File: src/design/rai_pkg.sv
// shared types and constants for the ray versus box intersection core
package rai_pkg;

  localparam int DW         = 32;  // coordinate and distance width
  localparam int FRAC       = 16;  // fraction bits of Q16.16
  localparam int NAXIS      = 3;
  localparam int NFACE      = 6;
  localparam int NREG       = 6;
  localparam int AW         = 5;   // byte address width of the register port
  localparam int QDEPTH_DEF = 4;
  localparam int PW         = 49;  // dir * t / 2^16, signed
  localparam int HW         = 50;  // origin + shifted product, signed

  typedef logic [NAXIS-1:0][DW-1:0] rai_vec_t;

  typedef struct packed {
    logic                         in_box;
    logic [NFACE-1:0]             elig;
    logic [NAXIS-1:0][DW-1:0]     org;
    logic [NAXIS-1:0][DW-1:0]     dir;
    logic [DW-1:0]                len;
    logic                         unb;
  } rai_meta_t;

  typedef struct packed {
    rai_meta_t                    meta;
    logic [NFACE-1:0][DW-1:0]     num;
    logic [NFACE-1:0][DW-1:0]     den;
  } rai_item_t;

  typedef struct packed {
    logic [DW-1:0] rem;
    logic [DW-1:0] den;
    logic [DW-1:0] low;
    logic [DW-1:0] quo;
    logic          sat;
  } rai_div_t;

endpackage

File: src/design/rai_front.sv
// front end: classifies a ray against the box and prepares face divisions
module rai_front (
  input  logic [rai_pkg::DW-1:0]  in_origin_x,
  input  logic [rai_pkg::DW-1:0]  in_origin_y,
  input  logic [rai_pkg::DW-1:0]  in_origin_z,
  input  logic [rai_pkg::DW-1:0]  in_dir_x,
  input  logic [rai_pkg::DW-1:0]  in_dir_y,
  input  logic [rai_pkg::DW-1:0]  in_dir_z,
  input  logic [rai_pkg::DW-1:0]  in_ray_length,
  input  logic                    in_length_unbounded,
  input  rai_pkg::rai_vec_t       box_lo,
  input  rai_pkg::rai_vec_t       box_hi,
  output rai_pkg::rai_item_t      item
);
  import rai_pkg::*;

  rai_vec_t org;
  rai_vec_t dir;
  logic [NAXIS-1:0] in_lo;
  logic [NAXIS-1:0] in_hi;

  assign org = {in_origin_z, in_origin_y, in_origin_x};
  assign dir = {in_dir_z, in_dir_y, in_dir_x};

  always_comb begin
    item = '0;
    item.meta.org = org;
    item.meta.dir = dir;
    item.meta.len = in_ray_length;
    item.meta.unb = in_length_unbounded;
    for (int a = 0; a < NAXIS; a++) begin
      in_lo[a] = $signed(org[a]) > $signed(box_lo[a]);
      in_hi[a] = $signed(org[a]) < $signed(box_hi[a]);
      // lower face: origin on the outer side, moving up
      item.meta.elig[2*a] = ($signed(org[a]) <= $signed(box_lo[a])) && ($signed(dir[a]) > 0);
      item.num[2*a]       = box_lo[a] - org[a];
      item.den[2*a]       = dir[a];
      // upper face: origin on the outer side, moving down
      item.meta.elig[2*a+1] = ($signed(org[a]) >= $signed(box_hi[a])) && ($signed(dir[a]) < 0);
      item.num[2*a+1]       = org[a] - box_hi[a];
      item.den[2*a+1]       = '0 - dir[a];
    end
    item.meta.in_box = (&in_lo) && (&in_hi);
  end

endmodule

File: config.mk
export PLATFORM = sky130hd
export DESIGN_NAME = rai_front
export DESIGN_NICKNAME = d
export VERILOG_FILES = /design/src/design/rai_pkg.sv /design/src/design/rai_front.sv
export SDC_FILE = /design/constraint.sdc
export NUM_CORES = 1
export LEC_CHECK = 0
export BUFFER_PORTS_ARGS = -buffer_cell sky130_fd_sc_hd__buf_2
export CORE_AREA = 4 4 401 403
export DETAILED_ROUTE_END_ITERATION = 8
export DIE_AREA = 0 0 405 407
export SLEW_MARGIN = 30
export SYNTH_ARGS = -nofsm -noshare
export SYNTH_HDL_FRONTEND = slang
export SYNTH_SLANG_ARGS = --single-unit
File: constraint.sdc
create_clock -name vclk -period 11.8
set_clock_uncertainty 0.15 [all_clocks]
set_input_delay 2.36 -clock vclk [all_inputs]
set_output_delay 2.36 -clock vclk [all_outputs]
set_load 0.1 [all_outputs]
== Word-level counts from Yosys, hierarchy flattened ==
Index checks and enable logic that the tools add are counted.
Widths: inputs -> output; s select.

* $lt $le $gt $ge: 18
* Add/sub/neg operators: 9
* Reductions and logical operators: 9

{| class="wikitable"
|+ Operators by type and width
! cell !! count
|-
| $sub 32x32->32 || 6
|-
| $ge 32x32->1 || 3
|-
| $gt 32x1->1 const B || 3
|-
| $gt 32x32->1 || 3
|-
| $le 32x32->1 || 3
|-
| $lt 32x1->1 const B || 3
|-
| $lt 32x32->1 || 3
|-
| $sub 1x32->32 const A || 3
|-
| $logic_and 1x1->1 || 7
|-
| $reduce_and 3->1 || 2
|}

* Flip-flop bits (word level): 0

== Depth between registers and ports, before layout ==
* Word-level depth: 3
* Mapped depth: 13

== Worst setup path before layout ==
No wires, ideal clock.

* Path type: input port to output port
* From: input box_hi[66] (netlist name)
* To: output item[615] (netlist name)
* Data arrival time: 7.303 ns
* Data required time: 9.290 ns
* Buffers on the path: 0
* Cell stages on the path: 12
* Path slack: 1.987 ns
* Cells stage by stage: inv_1 -> ha_1 -> nor2b_1 -> o21a_1 -> o21ai_0 -> a21oi_1 -> o21ai_0 -> o21ai_0 -> a21o_1 -> a211oi_1 -> a21oi_1 -> nor4b_1

{| class="wikitable"
|+ RTL lines
! element !! RTL line !! source
|-
| start: declaration || rai_front.sv:12 || <nowiki>input rai_pkg::rai_vec_t box_hi,</nowiki>
|-
| end: declaration || rai_front.sv:13 || <nowiki>output rai_pkg::rai_item_t item</nowiki>
|}

==> run summary <==
outcome = completed
clock buf count = 0
IO Pins = 1033
Die X = 405 um
Synth Instances = 2411
M1 wire length = 50.19 mm
Setup crit end kind = output port
most frequent cells after synthesis = inv_1 (348), buf_4 (324), ha_1 (288)
Rel. slew slack = 35.39%
nets = 3742
Final Power = 2817 uW
min-delay src = in_length_unbounded
final hold vios = 0
die area = 164800 um^2
RSZ-0062 raised after global routing = no
pwr/cell area = 130.7 nW/um^2
Final ANT Viol Nets = 0
sequential fraction of the synthesis area = 0%
critical path class = in2out
sequential cell count = 0
met2 wire length = 65.23 mm
post-CTS resize count = 0
Slew Limit Fails = 0
CTS hold repair buffers = 0
Core Rows = 146
Final period util = 75.90%
GP Congestion = 0.9897
Worst-Margin Slew = 960.3 ps
final core area utilization = 13.68%
Critical Path RT = 9290 ps
total wire length = 135.9 mm
vias in the first global route = 18617
synth unique cells = 65
post-CTS setup buffers = 0
YS warnings = 0
IR drop worst, VDD = 0.0001110 V
worst min-delay path class = in2out
wire length of the first global-routing pass = 171.8 mm
initial core utilization = 10.48%
arrival time at the worst endpoint = 6450 ps
DR iter-0 viols = 1293
half-perimeter wire length after placement = 127.6 mm
Cell Area, Synth = 16500 um^2
drt first pass iters = 7
CP endpoint = item[615]
Highest Signal Layer = met5
Core ar. = 157500 um^2
pin count of the biggest net entering global routing = 11
WL met3 = 14.48 mm
synth-to-layout area growth = 30.60%
most common cell in the netlist = inv_1
FF/Latch Area = 0 um^2
initial antenna violation count = 92
Period minus WS final = 8956 ps
Synth area leader = ha_1
Setup TNS = 0 ps
# DRC = 0
via count = 19788
Leak = 0.01136 uW
Cell Chain, Critical Path = buf_2 > inv_1 > ha_1 > fa_1 > nor2b_1 > o21a_1 > o21ai_0 > a21oi_1 > o211ai_1 > nand2_1 > a21oi_1 > mux2i_1 > nand3_1 > nor4b_2 > buf_4 > buf_2
top post-synthesis cells by area = ha_1 (22%), buf_4 (15%), xnor2_1 (8.9%), inv_1 (7.9%), a21oi_1 (5.6%)
Crit path largest cell delay = 540 ps
Wirelength per Cell = 26.49 um
Vias/cell = 3.857
layout cell share with drive strength beyond 1 = 33.15%
top cell type's share of synthesized area = 21.84%
overall die height = 407 um
Worst Setup SP = in_origin_x[0]
slowest cell on the critical path = mux2i_1
syn avg cell area = 6.843 um^2
Tot GR Track Use = 15.36%
CP Launch Type = primary input
total congestion overflow = 0
Port Buf Inserts = 967
worst-path fanout max = 3
fmax = 111.7 MHz
Synth Net Count = 3122
setup violators final = 0
max-cap viol count = 0
==> worst max-delay path: cells and delay by family <==
kind            cells  cell delay (ps)
simple gates        4             1200
compound gates      5              830
buf+inv             4              860
mux                 1              540
fa+ha+maj           2              630
==> cells by family (layout without fill, tap and decap cells) <==
kind of cell	count (synthesis)	after routing	synth area share [%]
xor+xnor	247	247	13.11
mux	2	2	0.1213
buf+inv	705	1323	23.42
other cells	0	29	0
fa+ha+maj	294	294	22.57
compound gates	596	596	23.13
simple gates	567	567	17.65
==> worst min-delay path by stage <==
stage               slack [ps]        end  depth (start not counted)
floorplan                 4780    item[0]                          1
global placement          4570  item[400]                          0
detailed placement        4570  item[400]                          0
CTS                       4570  item[400]                          0
global route              4570  item[409]                          0
finish                    4570  item[384]                          0
==> area by class of cell <==
cell class | instances | area, um^2
inverters | 348 | 1306
fillers | 18416 | 135900
repair buffers | 975 | 4897
diodes | 29 | 72.57
multi-input cells | 1706 | 12680
well taps | 2072 | 2592
==> power breakdown <==
part | internal [uW] | switching, uW
Sequential | 0 | 0
Combinational | 472 | 2350
Clock | 0.0000653 | 0
Total | 472 | 2350
==> placed cells by master, fill, tap and decap left out, drive strengths merged, types with 18 or more instances in the layout <==
cell / n
o21a: 35
nor3: 51
a21o: 122
nor2: 146
buf: 975
xor2: 80
nand4: 37
a211oi: 18
nor4: 28
nor2b: 38
nand2b: 36
inv: 348
ha: 288
o21ai: 107
nand3: 38
xnor2: 167
a21oi: 184
o21bai: 32
nand2: 110
diode: 29
==> per-layer routing <==
layer,vias to the layer above,track usage (%)
met1,9338,16.73
li1,9155,-
met3,244,6.368
met5,-,0
met4,72,4.412
met2,979,27.23
==> stage by stage <==
step / std cells / cell area, um^2 / setup WS (ps) / hold WS, ps
final: 5130 / 21550 / 2844 / 4570
after global routing: 5106 / 21490 / 2353 / 4570
after CTS: 5100 / 21460 / 2436 / 4571
after detailed placement: 5100 / 21460 / 2451 / 4571
after global placement: 5097 / 21410 / 1061 / 4571
after floorplan: 2411 / 16500 / 1987 / 4782
No activity file was read; power rests on OpenSTA's default activity.
