[config.mk]
export PLATFORM = sky130hd
export DESIGN_NAME = rai_queue
export DESIGN_NICKNAME = d
export VERILOG_FILES = /design/src/design/rai_pkg.sv /design/src/design/rai_queue.sv
export SDC_FILE = /design/constraint.sdc
export NUM_CORES = 2
export LEC_CHECK = 0
export BUFFER_PORTS_ARGS = -buffer_cell sky130_fd_sc_hd__buf_2
export CAP_MARGIN = 40
export CORE_UTILIZATION = 35
export DETAILED_ROUTE_END_ITERATION = 16
export PLACE_DENSITY = 0.58
export SLEW_MARGIN = 20
export SYNTH_ARGS = -nofsm -noshare
export SYNTH_HDL_FRONTEND = slang
export SYNTH_SLANG_ARGS = --single-unit
[constraint.sdc]
create_clock -name clk -period 40.8 [get_ports clk]
set_input_delay 8.16 -clock clk [delete_from_list [all_inputs] [get_ports clk]]
set_output_delay 8.16 -clock clk [all_outputs]
set_load 0.01 [all_outputs]
[src/design/rai_pkg.sv]
// shared types and constants for the ray versus box intersection core
package rai_pkg;

  localparam int DW         = 32;  // coordinate and distance width
  localparam int FRAC       = 16;  // fraction bits of Q16.16
  localparam int NAXIS      = 3;
  localparam int NFACE      = 6;
  localparam int NREG       = 6;
  localparam int AW         = 5;   // byte address width of the register port
  localparam int QDEPTH_DEF = 4;
  localparam int PW         = 49;  // dir * t / 2^16, signed
  localparam int HW         = 50;  // origin + shifted product, signed

  typedef logic [NAXIS-1:0][DW-1:0] rai_vec_t;

  typedef struct packed {
    logic                         in_box;
    logic [NFACE-1:0]             elig;
    logic [NAXIS-1:0][DW-1:0]     org;
    logic [NAXIS-1:0][DW-1:0]     dir;
    logic [DW-1:0]                len;
    logic                         unb;
  } rai_meta_t;

  typedef struct packed {
    rai_meta_t                    meta;
    logic [NFACE-1:0][DW-1:0]     num;
    logic [NFACE-1:0][DW-1:0]     den;
  } rai_item_t;

  typedef struct packed {
    logic [DW-1:0] rem;
    logic [DW-1:0] den;
    logic [DW-1:0] low;
    logic [DW-1:0] quo;
    logic          sat;
  } rai_div_t;

endpackage

[src/design/rai_queue.sv]
// short queue between the front end and the arithmetic pipeline
module rai_queue #(
  parameter int Depth = rai_pkg::QDEPTH_DEF
) (
  input  logic                clk,
  input  logic                rst_n,
  input  logic                push,
  input  rai_pkg::rai_item_t  wr_data,
  input  logic                pop,
  output rai_pkg::rai_item_t  rd_data,
  output logic                full,
  output logic                not_empty
);
  import rai_pkg::*;

  localparam int PtrW = (Depth > 1) ? $clog2(Depth) : 1;
  localparam int CntW = $clog2(Depth + 1);

  rai_item_t       mem_r [Depth];
  logic [PtrW-1:0] wr_ptr_r, wr_ptr_nxt;
  logic [PtrW-1:0] rd_ptr_r, rd_ptr_nxt;
  logic [CntW-1:0] count_r, count_nxt;

  assign full      = (count_r == CntW'(Depth));
  assign not_empty = (count_r != '0);
  assign rd_data   = mem_r[rd_ptr_r];

  always_comb begin
    wr_ptr_nxt = wr_ptr_r;
    rd_ptr_nxt = rd_ptr_r;
    count_nxt  = count_r;
    if (push) begin
      wr_ptr_nxt = (wr_ptr_r == PtrW'(Depth - 1)) ? '0 : wr_ptr_r + 1'b1;
    end
    if (pop) begin
      rd_ptr_nxt = (rd_ptr_r == PtrW'(Depth - 1)) ? '0 : rd_ptr_r + 1'b1;
    end
    if (push && !pop) begin
      count_nxt = count_r + 1'b1;
    end else if (pop && !push) begin
      count_nxt = count_r - 1'b1;
    end
  end

  always_ff @(posedge clk) begin
    if (!rst_n) begin
      wr_ptr_r <= '0;
      rd_ptr_r <= '0;
      count_r  <= '0;
    end else begin
      wr_ptr_r <= wr_ptr_nxt;
      rd_ptr_r <= rd_ptr_nxt;
      count_r  <= count_nxt;
    end
  end

  always_ff @(posedge clk) begin
    if (push) begin
      mem_r[wr_ptr_r] <= wr_data;
    end
  end

endmodule

; ---- Yosys cells after proc, flatten, opt, wreduce, memory -nomap -nowiden
; Memories as Yosys holds them, arrays and structs flattened. A register that Yosys moved wholly into a read port is not among the register bits.
; Index checks and enable logic that the tools add are counted.
[totals]
regBits = 7
ram_bits = 2464
elab_cells = 25
mem_count = 1
[op_classes]
n_addsub = 4
eq_ne = 3
muxes = 8
n_reduce_logical = 6
[mem_list]
columns = memory, words, width, rd, rd_ports_with_merged_regs, wr, line_no
row1 = mem_r, 4, 616, 1, 1, 1, rai_queue.sv:19  ; rai_item_t mem_r [Depth];
[op_table]
columns = operator, count
row1 = $mux W2, 4
row2 = $mux W3, 2
row3 = $add A2 B1 Y2 const B, 2
row4 = $eq A2 B2 Y1 const B, 2
row5 = $add A3 B1 Y3 const B, 1
row6 = $eq A3 B3 Y1 const B, 1
row7 = $reduce_bool A3 Y1, 1
row8 = $sub A3 B1 Y3 const B, 1
row9 = $logic_and A1 B1 Y1, 2
row10 = $logic_not A1 Y1, 2
row11 = $mux W1, 2
row12 = $reduce_bool A2 Y1, 1

; ---- Logic depth before layout (Yosys ltp)
[logic_depth]
word_depth = 4
ltp_mapped = 7
ltp_nobuf = 7

; ---- Worst setup path before layout
; Ideal clock, no wire load.
[synth_timing]
path_kind = in2reg
start = input push
end = memory mem_r[0][0] in the netlist's numbering, enable pin
setup_time_ns = 1.060
arrival_ns = 21.969
required_ns = 39.740
setup_slack_ns = 17.771
cell_stages = 1
n_path_buf = 0
cell_sequence = and2_1
[synth_via]
elab_chain_len = 2
[synth_rtl]
columns = item, line_no
row1 = start: declaration, rai_queue.sv:7  ; input logic push,
row2 = $mux W1, rai_queue.sv:58  ; if (push) begin
row3 = $mux W1 (implied by the code), rai_queue.sv:59  ; mem_r[wr_ptr_r] <= wr_data;
row4 = end: declaration, rai_queue.sv:19
; No other way between the ends.

==> metrics <==
die height=507 um; commonest cells after routing, fill and taps aside=edfxtp_1, buf_2, mux4_2; Initial Util=35.4%; CTS tree=built; Clk Latency, worst-skew pair=around 0.90 ns; critical path class=flop to output pin; setup TNS=0 ns; Post-DP Area=99900 sq um; antenna violation net count after detailed routing=0; Max Clk Rate=71.4 MHz; flop2flop setup slack=35.64 ns; Worst Skew=between 0.1 and 0.15 ns; number of detailed-route iterations in the first pass=5; Setup Fix Bufs, Post-CTS=0; fin crit share=between 30% and 40%; clk buf depth=4; R2R Path End=mem_r[0][457]; row cnt=184; post-synth top area share=82.9%; WL/cell=~26 um; Total Power=0.00577 W; Peak VDD IR=0.0000420 V; crit path time final=14.00 ns; via count of the routed design=41584; area taken by multi-input logic gates=14100 sq um; Seq/Total Area, Yosys=83.1%; R2R cell count=11; area delta synth->final=21.8%; Critical Path End Type=output pin; synthesis-stage register bit count=2473; Synth Instances=~3300; Tot GR Track Use=16.8%; Reg area=74200 sq um; worst path bufs/invs=8; Yosys cell types=23; Core ar.=252000 sq um; fillers=roughly 22000; hold path endpoint=count_r[2]; Synth Warn #=0; CP delay by family, top=buffers and inverters; most common cell after layout, fill and taps aside=edfxtp_1; status=complete, no violations; grt ovf=0; CP max stage cell=dfxtp_4; Residual DRC=0; vias per inst=4.99; hold_buf cts=0; PwrDens=53.1 nW/um^2; final instance area=109000 sq um; Area contributors post-synth=edfxtp_1, mux4_2, buf_2; RSZ-0062 raised after global routing=false; Post-Syn Nets=3889; # Max-Cap Violations=0; Hold Path Class=flop to flop; DP HPWL=150 mm; crit-path max cell delay=about 0.7 ns; worst path cell trace=buf_4 > buf_16 > buf_4 > buf_4 > buf_4 > buf_16 > buf_4 > mux4_2 > buf_2; crit path max fanout=34; Mean Syn Cell Area=27.3 sq um; num ports=1238; First DRT Iteration DRCs=~3600; htree depth=5; largest net degree at the start of global routing=145; worst slew pin tran=1.29 ns; Setup crit start kind=flop; final WL=221 mm; Die W=507 um; layout cells sized above 1=a little under half; CTS Buf Count=278; critical path depth=9; first-pass GRT wire length=311 mm; Hold Startpoint=count_r[2]; Leak=between 30 and 40 nW; Root Driver=clkbuf_16; vias in the first global route=between 40000 and 50000; Slew Viols, Final=0; final setup fails=0; clock sinks=around 2500; port bufs=1237; hold depth=2; Die ar.=~260000 sq um; Mapped Area=~90000 sq um; Worst EP required=32.64 ns; final hold violations=0; placer congestion estimate=0.793; r2r startpoint=wr_ptr_r[0]; post_cts resized=0; antenna violations before repair=around 180; Worst-path clk slew=0.06 ns; CP arrival=5.84 ns; CP most frequent cell=buf_4; Nets=5366; max_slew headroom=13.7%; Yosys top cell by area=edfxtp_1
## where the power goes
| part | internal (W) | switching [W] |
|---|---|---|
| logic | 0.000208 | 0.000294 |
| clock network | 0.00138 | 0.000949 |
| registers | 0.00292 | 0.0000239 |
| total | 0.00450 | 0.00127 |
## synthesized netlist by cell type
cell type  instances
dfxtp_1            9
nor2_1             1
or3_1              2
nor3_1             1
xor2_1             1
xnor2_1            1
a21boi_0           1
buf_6             28
clkbuf_1          11
inv_1              4
ha_1               6
nor2b_1            5
o21a_1             1
mux4_2           616
buf_2             66
mux2i_1            4
buf_4             20
fa_1               1
buf_1             13
nor3b_1            1
and2_1             5
o21ai_0            1
edfxtp_1        2464
## final cells by class
type | count | area share [%]
clock buffers | 345 | 6.73
inverters | 4 | 0.0138
repair buffers | 1335 | 6.98
clock inverters | 114 | 0.981
diodes | 61 | 0.140
well taps | 3348 | 3.86
multi-input cells | 647 | 13.0
flip-flops and latches | 2473 | 68.3
## state kept, by name, summed over array words and instances (netlist names), named ones only
register / cells
mem_r: 2464
count_r: 3
rd_ptr_r: 2
wr_ptr_r: 2
## metrics by stage
stage | setup WS, ns | util, % | std cells | hold WS [ns]
6_report | 26.80 | 43.1 | 8327 | 0.518
5_1_grt | 26.16 | 43.0 | 8289 | 0.545
4_1_cts | 26.39 | 42.9 | 8259 | 0.515
3_5_place_dp | 27.36 | 39.6 | 7800 | 0.506
3_3_place_gp | 26.99 | 39.4 | 7774 | 0.487
2_1_floorplan | 17.77 | - | 3262 | 0.467
## how the worst max path moves through the flow
| stage | from | endpoint | slack, ns |
|---|---|---|---|
| floorplan | push | mem_r[0][0] | 17.77 |
| detailed placement | flop | rd_data[554] | 27.36 |
| global placement | flop | rd_data[413] | 26.99 |
| CTS | flop | rd_data[383] | 26.39 |
| finish | flop | rd_data[355] | 26.80 |
| global route | flop | rd_data[383] | 26.16 |
## cells by family after synthesis
group | count (synthesis) | share of synthesized area (%)
muxes | 620 | 15.6
xor gates and xnor gates | 2 | 0.0196
adders and majority gates | 7 | 0.107
DFF | 2473 | 83.1
and+or+nand+nor | 15 | 0.102
buffers and inverters | 142 | 1.01
AOI/OAI and AO/OA | 3 | 0.0224
## per-layer routing
layer  share of wire [%]  GRT usage [%]  up-vias
met2                  48           27.4     1691
met4                 3.2           4.96      130
met5                0.39              0        -
met3                  11           7.51      621
li1                    -              -    17345
met1                  37           19.8    21797
## worst reg2reg max path, delay by kind of cell (launching register included)
kind / cells / cell delay [ns]
and+or+nand+nor: 1 / 0.41
DFF: 1 / 0.35
adders and majority gates: 1 / 0.15
buffers and inverters: 9 / 3.85
Note: power is estimated with default switching activity, not from simulation.
